`src/hdl/rsc_pkg.sv`:
```
// Package for the range sample conditioner: beat types, register codes, reset values.
// No dependencies; imported by the top level and the checker.
`timescale 1ns / 1ps

package rsc_pkg;

    localparam int MAX_WINDOW_DEF      = 16;
    localparam int ALPHA_FRAC_BITS_DEF = 8;

    localparam int CFG_IDX_W  = 3;
    localparam int CFG_DATA_W = 16;

    typedef enum logic [CFG_IDX_W-1:0] {
        CFG_OFFSET    = 3'd0,
        CFG_MED_EN    = 3'd1,
        CFG_MED_WIN   = 3'd2,
        CFG_EMA_EN    = 3'd3,
        CFG_EMA_ALPHA = 3'd4,
        CFG_WARN_THR  = 3'd5,
        CFG_CRIT_THR  = 3'd6,
        CFG_MAX_ERR   = 3'd7
    } t_cfg_idx;

    localparam logic [11:0] RST_OFFSET    = 12'd0;
    localparam logic        RST_MED_EN    = 1'b1;
    localparam logic [4:0]  RST_MED_WIN   = 5'd5;
    localparam logic        RST_EMA_EN    = 1'b1;
    localparam logic [8:0]  RST_EMA_ALPHA = 9'd77;
    localparam logic [15:0] RST_WARN_THR  = 16'd300;
    localparam logic [15:0] RST_CRIT_THR  = 16'd100;
    localparam logic [7:0]  RST_MAX_ERR   = 8'd10;

    typedef struct packed {
        logic [15:0] range_mm;
        logic [7:0]  status_code;
        logic        bus_error;
    } t_rsc_in;

    typedef struct packed {
        logic        reading_ok;
        logic [15:0] filtered_mm;
        logic        warning;
        logic        critical;
        logic        warning_changed;
        logic        critical_changed;
        logic [7:0]  error_run;
        logic        sensor_fault;
    } t_rsc_out;

endpackage

```
`src/hdl/range_sample_conditioner.sv`:
```
// Path, accepting edge to o_valid: invalid reading S_CALC, S_PUSH; valid reading S_CALC,
//   S_WRITE with median on, then S_CAND, S_LOAD, S_SCAN per rank candidate once the window
//   holds W, then S_MUL1, with smoothing S_MUL2 and S_SUM, then S_FLAG, S_PUSH. One reading
//   at a time: o_stall stays high until S_PUSH loads the output, which waits on i_stall.
// Reset (synchronous, active low) clears config to defaults, filter state, flags,
//   error count, window fill and head; window memory contents are not cleared.
`timescale 1ns / 1ps

module range_sample_conditioner
    import rsc_pkg::*;
#(
    parameter int MAX_WINDOW      = MAX_WINDOW_DEF,
    parameter int ALPHA_FRAC_BITS = ALPHA_FRAC_BITS_DEF
) (
    input  logic                  i_clk,
    input  logic                  i_rst_n,
    input  logic                  i_valid,
    output logic                  o_stall,
    input  t_rsc_in               i_item,
    output logic                  o_valid,
    input  logic                  i_stall,
    output t_rsc_out              o_result,
    input  logic                  i_cfg_valid,
    output logic                  o_cfg_ready,
    input  logic [CFG_IDX_W-1:0]  i_cfg_index,
    input  logic [CFG_DATA_W-1:0] i_cfg_data
);

    localparam int F       = ALPHA_FRAC_BITS;
    localparam int AW      = $clog2(MAX_WINDOW);
    localparam int PW      = $clog2(MAX_WINDOW + 1);
    localparam int SW      = 16 + F;
    localparam int AL_W    = F + 1;
    localparam int PR_W    = AL_W + SW;
    localparam int ACC_W   = PR_W + 1;
    localparam int ONE_INT = 1 << F;
    localparam logic [AL_W-1:0]  ONE_A    = {1'b1, {F{1'b0}}};
    localparam logic [ACC_W-1:0] HALF_ACC = {{(ACC_W-F){1'b0}}, 1'b1, {(F-1){1'b0}}};

    typedef enum logic [3:0] {
        S_IDLE, S_CALC, S_WRITE, S_CAND, S_LOAD, S_SCAN,
        S_MUL1, S_MUL2, S_SUM, S_FLAG, S_PUSH
    } t_state;

    // configuration
    logic [11:0] r_cfg_offset;
    logic        r_cfg_med_en;
    logic [4:0]  r_cfg_med_win;
    logic        r_cfg_ema_en;
    logic [8:0]  r_cfg_alpha;
    logic [15:0] r_cfg_warn;
    logic [15:0] r_cfg_crit;
    logic [7:0]  r_cfg_max_err;

    // control and filter state
    t_state          r_state;
    logic [PW-1:0]   r_fill;
    logic [AW-1:0]   r_head;
    logic [SW-1:0]   r_smooth;
    logic            r_warn;
    logic            r_crit;
    logic [7:0]      r_err_cnt;
    logic            r_ok;
    logic            r_wchg;
    logic            r_cchg;
    logic            r_out_valid;
    t_rsc_out        r_out;

    // working registers
    t_rsc_in         r_in;
    logic [15:0]     r_x;
    logic [15:0]     r_cand;
    logic [PW-1:0]   r_cand_p;
    logic [PW-1:0]   r_scan_p;
    logic [PW-1:0]   r_cmp_p;
    logic [PW-1:0]   r_rank;
    logic [PR_W-1:0] r_prod;
    logic [ACC_W-1:0] r_acc;

    // window memory
    logic [15:0]     r_win_mem [MAX_WINDOW];
    logic [15:0]     r_rd_data;
    logic [AW-1:0]   rd_addr;
    logic [PW-1:0]   rd_p;
    logic            win_we;

    logic [PW-1:0]   win_eff;
    logic [PW-1:0]   med_rank;
    logic [AL_W-1:0] a_eff;
    logic [17:0]     sum18;
    logic [15:0]     x_clamped;
    logic [PW-1:0]   n_fill;
    logic            is_less;
    logic [PW-1:0]   n_rank;
    logic [AL_W-1:0] mul_a;
    logic [SW-1:0]   mul_b;
    logic [PR_W-1:0] mul_p;
    logic [ACC_W-1:0] acc_sum;
    logic [SW-1:0]   n_smooth;
    logic            n_warn;
    logic            n_crit;

    // ring slot of the p-th most recent sample (p = 0 is newest)
    function automatic logic [AW-1:0] ring_slot(input logic [AW-1:0] head,
                                                input logic [PW-1:0] p);
        logic [AW+1:0] t;
        t = (AW+2)'(head) + (AW+2)'(MAX_WINDOW - 1) - (AW+2)'(p);
        if (t >= (AW+2)'(MAX_WINDOW)) begin
            t = t - (AW+2)'(MAX_WINDOW);
        end
        return t[AW-1:0];
    endfunction

    always_comb begin
        if (r_cfg_med_win == '0) begin
            win_eff = PW'(1);
        end else if (32'(r_cfg_med_win) > MAX_WINDOW) begin
            win_eff = PW'(MAX_WINDOW);
        end else begin
            win_eff = PW'(r_cfg_med_win);
        end
    end

    assign med_rank = win_eff >> 1;

    always_comb begin
        if (32'(r_cfg_alpha) > ONE_INT) begin
            a_eff = ONE_A;
        end else begin
            a_eff = AL_W'(r_cfg_alpha);
        end
    end

    // offset add and clamp to 0..65535
    assign sum18 = {2'b00, r_in.range_mm} + {{6{r_cfg_offset[11]}}, r_cfg_offset};
    always_comb begin
        if (sum18[17]) begin
            x_clamped = 16'd0;
        end else if (sum18[16]) begin
            x_clamped = 16'hFFFF;
        end else begin
            x_clamped = sum18[15:0];
        end
    end

    assign n_fill = (r_fill >= win_eff) ? win_eff : r_fill + PW'(1);

    // rank with ties broken by age so every entry gets a distinct rank
    assign is_less = (r_rd_data < r_cand) || ((r_rd_data == r_cand) && (r_cmp_p < r_cand_p));
    assign n_rank  = r_rank + PW'(is_less);

    always_comb begin
        if (r_state == S_CAND) begin
            rd_p = r_cand_p;
        end else if (r_scan_p < win_eff) begin
            rd_p = r_scan_p;
        end else begin
            rd_p = '0;
        end
    end
    assign rd_addr = ring_slot(r_head, rd_p);
    assign win_we  = (r_state == S_WRITE);

    always_ff @(posedge i_clk) begin
        if (win_we) begin
            r_win_mem[r_head] <= r_x;
        end
        r_rd_data <= r_win_mem[rd_addr];
    end

    // shared multiplier: alpha * x, then (1 - alpha) * s
    assign mul_a    = (r_state == S_MUL1) ? a_eff : ONE_A - a_eff;
    assign mul_b    = (r_state == S_MUL1) ? SW'(r_x) : r_smooth;
    assign mul_p    = PR_W'(mul_a) * PR_W'(mul_b);
    assign acc_sum  = r_acc + ACC_W'(r_prod);
    assign n_smooth = SW'(acc_sum >> F);

    assign n_warn = r_smooth < {r_cfg_warn, {F{1'b0}}};
    assign n_crit = r_smooth < {r_cfg_crit, {F{1'b0}}};

    always_ff @(posedge i_clk) begin
        if (!i_rst_n) begin
            r_cfg_offset  <= RST_OFFSET;
            r_cfg_med_en  <= RST_MED_EN;
            r_cfg_med_win <= RST_MED_WIN;
            r_cfg_ema_en  <= RST_EMA_EN;
            r_cfg_alpha   <= RST_EMA_ALPHA;
            r_cfg_warn    <= RST_WARN_THR;
            r_cfg_crit    <= RST_CRIT_THR;
            r_cfg_max_err <= RST_MAX_ERR;
        end else if (i_cfg_valid) begin
            case (t_cfg_idx'(i_cfg_index))
                CFG_OFFSET:    r_cfg_offset  <= i_cfg_data[11:0];
                CFG_MED_EN:    r_cfg_med_en  <= i_cfg_data[0];
                CFG_MED_WIN:   r_cfg_med_win <= i_cfg_data[4:0];
                CFG_EMA_EN:    r_cfg_ema_en  <= i_cfg_data[0];
                CFG_EMA_ALPHA: r_cfg_alpha   <= i_cfg_data[8:0];
                CFG_WARN_THR:  r_cfg_warn    <= i_cfg_data;
                CFG_CRIT_THR:  r_cfg_crit    <= i_cfg_data;
                CFG_MAX_ERR:   r_cfg_max_err <= i_cfg_data[7:0];
                default: ;
            endcase
        end
    end

    always_ff @(posedge i_clk) begin
        if (!i_rst_n) begin
            r_state     <= S_IDLE;
            r_fill      <= '0;
            r_head      <= '0;
            r_smooth    <= '0;
            r_warn      <= 1'b0;
            r_crit      <= 1'b0;
            r_err_cnt   <= '0;
            r_ok        <= 1'b0;
            r_wchg      <= 1'b0;
            r_cchg      <= 1'b0;
            r_out_valid <= 1'b0;
        end else begin
            // S_PUSH reloads the output register itself
            if (r_out_valid && !i_stall && (r_state != S_PUSH)) begin
                r_out_valid <= 1'b0;
            end
            case (r_state)
                S_IDLE: begin
                    if (i_valid) begin
                        r_in    <= i_item;
                        r_state <= S_CALC;
                    end
                end
                S_CALC: begin
                    r_wchg <= 1'b0;
                    r_cchg <= 1'b0;
                    if (r_in.bus_error || (r_in.status_code != '0)) begin
                        r_ok <= 1'b0;
                        if (r_err_cnt != 8'hFF) begin
                            r_err_cnt <= r_err_cnt + 8'd1;
                        end
                        r_state <= S_PUSH;
                    end else begin
                        r_ok      <= 1'b1;
                        r_err_cnt <= '0;
                        r_x       <= x_clamped;
                        r_state   <= r_cfg_med_en ? S_WRITE : S_MUL1;
                    end
                end
                S_WRITE: begin
                    r_head   <= (r_head == AW'(MAX_WINDOW - 1)) ? '0 : r_head + AW'(1);
                    r_fill   <= n_fill;
                    r_cand_p <= '0;
                    // pass-through until the window has filled
                    r_state  <= (n_fill < win_eff) ? S_MUL1 : S_CAND;
                end
                S_CAND: begin
                    r_scan_p <= '0;
                    r_state  <= S_LOAD;
                end
                S_LOAD: begin
                    r_cand   <= r_rd_data;
                    r_scan_p <= PW'(1);
                    r_cmp_p  <= '0;
                    r_rank   <= '0;
                    r_state  <= S_SCAN;
                end
                S_SCAN: begin
                    r_rank   <= n_rank;
                    r_scan_p <= r_scan_p + PW'(1);
                    r_cmp_p  <= r_cmp_p + PW'(1);
                    if (r_cmp_p == win_eff - PW'(1)) begin
                        if (n_rank == med_rank) begin
                            r_x     <= r_cand;
                            r_state <= S_MUL1;
                        end else begin
                            r_cand_p <= r_cand_p + PW'(1);
                            r_state  <= S_CAND;
                        end
                    end
                end
                S_MUL1: begin
                    if (r_cfg_ema_en) begin
                        r_prod  <= mul_p;
                        r_state <= S_MUL2;
                    end else begin
                        r_smooth <= {r_x, {F{1'b0}}};
                        r_state  <= S_FLAG;
                    end
                end
                S_MUL2: begin
                    r_acc   <= ACC_W'(r_prod << F) + HALF_ACC;
                    r_prod  <= mul_p;
                    r_state <= S_SUM;
                end
                S_SUM: begin
                    r_smooth <= n_smooth;
                    r_state  <= S_FLAG;
                end
                S_FLAG: begin
                    r_wchg  <= n_warn != r_warn;
                    r_cchg  <= n_crit != r_crit;
                    r_warn  <= n_warn;
                    r_crit  <= n_crit;
                    r_state <= S_PUSH;
                end
                S_PUSH: begin
                    if (!r_out_valid || !i_stall) begin
                        r_out.reading_ok       <= r_ok;
                        r_out.filtered_mm      <= r_smooth[SW-1:F];
                        r_out.warning          <= r_warn;
                        r_out.critical         <= r_crit;
                        r_out.warning_changed  <= r_wchg;
                        r_out.critical_changed <= r_cchg;
                        r_out.error_run        <= r_err_cnt;
                        r_out.sensor_fault     <= r_err_cnt >= r_cfg_max_err;
                        r_out_valid            <= 1'b1;
                        r_state                <= S_IDLE;
                    end
                end
                default: r_state <= S_IDLE;
            endcase
        end
    end

    assign o_stall     = (r_state != S_IDLE);
    assign o_valid     = r_out_valid;
    assign o_result    = r_out;
    assign o_cfg_ready = 1'b1;

endmodule

```
`config.mk`:
```
export PLATFORM = sky130hd
export DESIGN_NAME = range_sample_conditioner
export DESIGN_NICKNAME = d
export VERILOG_FILES = /design/src/hdl/rsc_pkg.sv /design/src/hdl/range_sample_conditioner.sv
export SDC_FILE = /design/constraint.sdc
export NUM_CORES = 1
export LEC_CHECK = 0
export BUFFER_PORTS_ARGS = -buffer_cell sky130_fd_sc_hd__buf_2
export CORE_MARGIN = 2
export CORE_UTILIZATION = 40
export DETAILED_ROUTE_END_ITERATION = 7
export PLACE_DENSITY = 0.55
export SYNTH_ARGS = -nofsm -noshare
export SYNTH_HDL_FRONTEND = slang
export SYNTH_SLANG_ARGS = --single-unit
export TNS_END_PERCENT = 50
```
`constraint.sdc`:
```
create_clock -name i_clk -period 12.76 [get_ports i_clk]
set_clock_uncertainty 0.1 [all_clocks]
set_input_delay 1.276 -clock i_clk [delete_from_list [all_inputs] [get_ports i_clk]]
set_output_delay 1.276 -clock i_clk [all_outputs]
set_load 0.005 [all_outputs]
```
# Yosys cells after proc, flatten, opt, wreduce, memory -nomap -nowiden
# Memory sizes are Yosys's and may differ from the RTL's. A register that Yosys moved wholly into a read port is not among the register bits.
# Cells that the tools add are included.
# totals
register_bits	290
mem_bits_rw	256
input_bits	49
output_inout_bits	33
n_memories	1
# memory_table
memory	depth	width	read_ports	rd_clocked_by_memory_dff	write_ports	line	text
r_win_mem	16	16	1	1	1	range_sample_conditioner.sv:81	logic [15:0] r_win_mem [MAX_WINDOW];
# op_classes
addsub	15
mul	1
order_cmp	11
eq_ne	34
n_mux	45
reduce_logical	40
# ops
operator	n
16-bit 2-to-1 mux	5
32-bit case mux with 2 select lines	1
24-bit < comparator	2
24-bit 2-to-1 mux	2
24-bit case mux with 2 select lines	1
4-bit case mux with 11 select lines	1
5-bit 2-to-1 mux	7
32-bit adder	1
32-bit by 8-bit adder with 32-bit output, second input constant	1
9-bit by 24-bit multiplier with 32-bit output	1
32-bit 2-to-1 mux	1
16-bit case mux with 2 select lines	1
5-bit case mux with 2 select lines	3
4-bit 2-to-1 mux	7
2-bit AND reduction	14
5-bit by 1-bit adder with 5-bit output, second input constant	4
17-bit by 12-bit adder with 18-bit output	1
9-bit 2-to-1 mux	2
16-bit == test	1
4-bit by 3-bit == test with 1-bit output, second input constant	4
4-bit == test, second input constant	4
16-bit < comparator	1
8-bit 2-to-1 mux	2
2-bit != test, second input constant	8
42 further kinds	71

# Depth between registers and ports, before layout
# depth
ltp_word	9
ltp_mapped	28
depth_no_buf	25

# Least setup slack after synthesis
# No wires, ideal clock.
# synth_path
path_type	register to register
startpoint	reg r_cfg_alpha[8]
endpoint	reg r_prod[31] (data pin)
t_arrival_ns	6.400
required_ns	12.394
path_slack_ns	5.993
stages_incl_launch_ff	25
path_buffers	3
synth_period_minus_slack_ns	6.767
path_cell_list	dfxtp_1 > clkbuf_1 > clkbuf_1 > nor2b_1 > inv_1 > ha_1 > o21ai_0 > nor2_1 > mux2i_1 > clkbuf_1 > nor2_1 > fa_1 > fa_1 > fa_1 > inv_1 > fa_1 > inv_1 > ha_1 > nand4_1 > or4b_1 > a21oi_1 > o41ai_2 > a21oi_2 > mux2i_1 > nand4_1
# synth_via
elab_chain_len	7
# synth_rtl
item	line	text
start, declared	range_sample_conditioner.sv:50	logic [8:0] r_cfg_alpha;
start signal, assigned	range_sample_conditioner.sv:197	CFG_EMA_ALPHA: r_cfg_alpha <= i_cfg_data[8:0];
9-bit greater-than comparator	range_sample_conditioner.sv:127	if (32'(r_cfg_alpha) > ONE_INT) begin
9-bit 2-to-1 mux *	range_sample_conditioner.sv:127	
9-bit subtractor	range_sample_conditioner.sv:172	assign mul_a = (r_state == S_MUL1) ? a_eff : ONE_A - a_eff;
9-bit 2-to-1 mux *	range_sample_conditioner.sv:172	
9-bit by 24-bit multiplier with 32-bit output *	range_sample_conditioner.sv:174	assign mul_p = PR_W'(mul_a) * PR_W'(mul_b);
net mul_p[31]	range_sample_conditioner.sv:97	logic [PR_W-1:0] mul_p;
32-bit 2-to-1 mux	range_sample_conditioner.sv:280	if (r_cfg_ema_en) begin
32-bit case mux with 2 select lines *	range_sample_conditioner.sv:224	case (r_state)
end signal, assigned	range_sample_conditioner.sv:281	r_prod <= mul_p;
end signal, assigned	range_sample_conditioner.sv:290	r_prod <= mul_p;
end, declared	range_sample_conditioner.sv:77	logic [PR_W-1:0] r_prod;
# Mark *: on every way through the listed nets, which the timed path passes. The rest lies on a longest branch. The select of a mux whose other input is x is not followed.
# A chain may end at the register's enable or synchronous reset.

# Worst setup path in the final report
# layout_path
startpoint	reg r_state[3]
endpoint	reg r_prod[31] (data pin)
# layout_via
elab_chain_len	5
word_cells_on_any_way	7
# layout_rtl
item	line	text
start, declared	range_sample_conditioner.sv:56	t_state r_state;
start signal, assigned	range_sample_conditioner.sv:244	r_state <= r_cfg_med_en ? S_WRITE : S_MUL1;
start signal, assigned	range_sample_conditioner.sv:252	r_state <= (n_fill < win_eff) ? S_MUL1 : S_CAND;
4-bit by 3-bit == test with 1-bit output *	range_sample_conditioner.sv:172, range_sample_conditioner.sv:173	
9-bit 2-to-1 mux or 24-bit 2-to-1 mux (tied branches)	range_sample_conditioner.sv:172, range_sample_conditioner.sv:173	
9-bit by 24-bit multiplier with 32-bit output *	range_sample_conditioner.sv:174	
net mul_p[31]	range_sample_conditioner.sv:97	
32-bit 2-to-1 mux	range_sample_conditioner.sv:280	
32-bit case mux with 2 select lines *	range_sample_conditioner.sv:224	
# Marks and branches as above.

==> impl_metrics.env <==
export IMPL_synth_simple_gate_area_share_pct=11.8
export IMPL_fill_cells=7277
export IMPL_crit_required_ns=13.05
export IMPL_ys_types=87
export IMPL_syn_inst=2787
export IMPL_diodes=0
export IMPL_drtAntennaViolNets=0
export IMPL_antenna_found_initial=5
export IMPL_place_port_buffers=80
export IMPL_crit_path_end_kind="register"
export IMPL_yosysMostFrequentCell="edfxtp_1"
export IMPL_synth_xor_area_share_pct=2.53
export IMPL_grt_usage_pct=21.2
export IMPL_startpoint_type="register"
export IMPL_post_cts_setup_buffers=0
export IMPL_critPathMaxStageDelay_ns=0.67
export IMPL_pin_count=82
export IMPL_cts_resized_gates=0
export IMPL_worst_slack_ns=5.38
export IMPL_synth_compound_area_share_pct=10.0
export IMPL_synth_nets=3171
export IMPL_route_detailed_drc=0
export IMPL_post_route_period_util_pct=57.8
export IMPL_drt_iter0_markers=1509
export IMPL_maxCapViolCount=0
export IMPL_grt_max_degree=65
export IMPL_area_delta_synth_final_pct=11.6
export IMPL_holdBufCountCts=0
export IMPL_clk_latency_ns=0.66
export IMPL_synth_top_cells_by_area="edfxtp_1 39%, fa_1 9.8%, dfxtp_1 8.4%"
export IMPL_layout_nets=3258
export IMPL_cp_arrival_ns=7.67
export IMPL_holdWs_ns=0.323
export IMPL_initial_utilization_pct=40.5
export IMPL_ys_async_sr_fraction_pct=0
export IMPL_status="complete, no violations"
export IMPL_fp_dieH_microns=287
export IMPL_vias=21700
export IMPL_place_gp_congestion=0.900
export IMPL_grt_pass1_wl_microns=134000
export IMPL_fin_crit_ns=7.38
export IMPL_placementRows=103
export IMPL_muxShareOfSynthArea_pct=6.74
export IMPL_synth_flop_cell="edfxtp_1"
export IMPL_clockBufferDepth=3
export IMPL_ys_warn_count=0
export IMPL_setup_tns_ns=0
export IMPL_drive_gt1_share_pct=12.5
export IMPL_tightest_slew_ns=1.04
export IMPL_path_class="register to register"
export IMPL_crit_top_cell="fa_1"
export IMPL_core_sq_um=79300
export IMPL_vias_per_cell=5.46
export IMPL_synth_adder_area_share_pct=16.7
export IMPL_finalSetupViolCount=0
export IMPL_dp_hpwl_microns=60000
export IMPL_avgSynthCellArea_sq_um=11.5
export IMPL_dr_pass1_iters=5
export IMPL_numCtsBuffers=60
export IMPL_clock_sinks=554
export IMPL_die_area_sq_um=82600
export IMPL_p_leak_uw=0.0143
export IMPL_fmax_ghz=0.136
export IMPL_wirelength_microns=85700
export IMPL_cts_tree="done"
export IMPL_grt_pass1_vias=22400
export IMPL_ys_seq_area_share_pct=47.6
export IMPL_rsz0062_at_grt="no"
export IMPL_h_tree_depth=2
export IMPL_reg2reg_depth=21
export IMPL_slew_headroom_pct=30.7
export IMPL_critical_path_slowest_cell="dfxtp_1"
export IMPL_post_drt_wl_per_cell_microns=21.5
export IMPL_path_max_fanout=57
export IMPL_ys_ff_latch=554
export IMPL_ir_drop_v=0.000141
export IMPL_synth_common_cells="419 x edfxtp_1, 334 x nand2_1, 281 x inv_1, 240 x nor2_1, 178 x ha_1"
export IMPL_p_per_area_nw_per_um2=188
export IMPL_synth_top_cell_by_area="edfxtp_1"
export IMPL_hold_path_class="register to register"
export IMPL_maxSlewViolCount=0
export IMPL_syn_area_sq_um=32100
export IMPL_synth_top_area_share_pct=39.2
export IMPL_grt_overflow_total=0
export IMPL_holdPathStages=0
export IMPL_synth_edff_count=419
export IMPL_dp_slack_ns=5.44
export IMPL_hold_viol_final=0
export IMPL_synth_top_family_by_area="adder cells"
export IMPL_clk_pin_slew_ns=0.06
export IMPL_crit_chain="nor2_1, nand3_2, buf_4, nand2_1, xor2_1, nor2_1, nand2_1, fa_1, fa_1, inv_1, fa_1, fa_1, ha_1, o211ai_1, o211ai_1, or4b_1, a21oi_1, o41ai_2, a21oi_2, mux2i_1, nand4_1"
export IMPL_clock_root_buffer="clkbuf_16"
export IMPL_die_w_microns=287
logic make-up (layout without fill, tap and decap cells):
family	count (synthesis)	after routing
simple gates	851	851
flops	554	554
compound gates	454	454
buf+inv	383	522
fa+ha+maj	335	335
mux	116	116
xor+xnor	93	93
other cells	1	1
metal layers:
layer  routed length (microns)  GRT usage [%]  vias to the layer above
met5                         0              0                        -
met4                      2000           5.70                        0
met3                      5140           2.92                      128
met2                     40000           34.4                      646
met1                     38600           29.7                    10900
li1                          -              -                    10000
worst max-delay path: cells and delay by family, from the launching register on:
family,cells,cell delay (ns)
simple gates,7,1.85
mux,1,0.20
buf+inv,2,0.56
flops,1,0.67
compound gates,5,1.05
xor+xnor,1,0.17
fa+ha+maj,5,2.42
through the flow:
step / cell area, sq um / power, uW / util (%) / instances
2_1_floorplan: 32100 / 4240 / - / 2787
3_3_place_gp: 33900 / 5000 / 42.7 / 3862
3_5_place_dp: 33900 / 5020 / 42.7 / 3862
4_1_cts: 35900 / 6820 / 45.2 / 3976
5_1_grt: 35900 / 7210 / 45.2 / 3976
6_report: 35900 / 6750 / 45.2 / 3976
state kept, by name, summed over array words and instances (netlist names), 8 cells and up:
signal         count
r_x               16
r_rd_data         16
r_cand            16
r_cfg_alpha        9
r_err_cnt          8
o_result          30
r_smooth          24
r_acc             24
r_in              25
r_win_mem        256
r_cfg_max_err      8
r_cfg_crit        16
r_cfg_warn        16
r_cfg_offset      12
r_prod            32
final timing paths:
check / from / end / slack (ns)
hold reg to reg: r_prod[4] / r_acc[12] / 0.32
setup reg to reg: r_state[3] / r_prod[31] / 5.38
hold / removal: r_prod[4] / r_acc[12] / 0.32
setup / recovery: r_state[3] / r_prod[31] / 5.38
area by class of cell:
cell class / instances / area, sq um / area share (%)
inverters: 283 / 1060 / 2.96
clock buffers: 89 / 1730 / 4.84
repair buffers: 125 / 741 / 2.07
multi-input cells: 1850 / 15500 / 43.1
clock inverters: 25 / 264 / 0.736
well taps: 1050 / 1310 / 3.66
flip-flops and latches: 554 / 15300 / 42.6
cell usage in the layout, fill, tap and decap left out, types with 72 or more instances in the layout:
cell type | synthesis | layout
a21oi_1 | 72 | 72
buf_2 | 18 | 79
dfxtp_1 | 135 | 135
edfxtp_1 | 419 | 419
fa_1 | 157 | 156
ha_1 | 178 | 177
inv_1 | 281 | 281
mux4_2 | 78 | 78
nand2_1 | 334 | 334
nor2_1 | 240 | 237
power breakdown:
part / total, uW / internal [uW] / switching [uW]
Clock: 1740 / 1010 / 739
Sequential: 2370 / 2160 / 201
Combinational: 2640 / 1080 / 1550
Note: power is estimated with default switching activity, not from simulation.
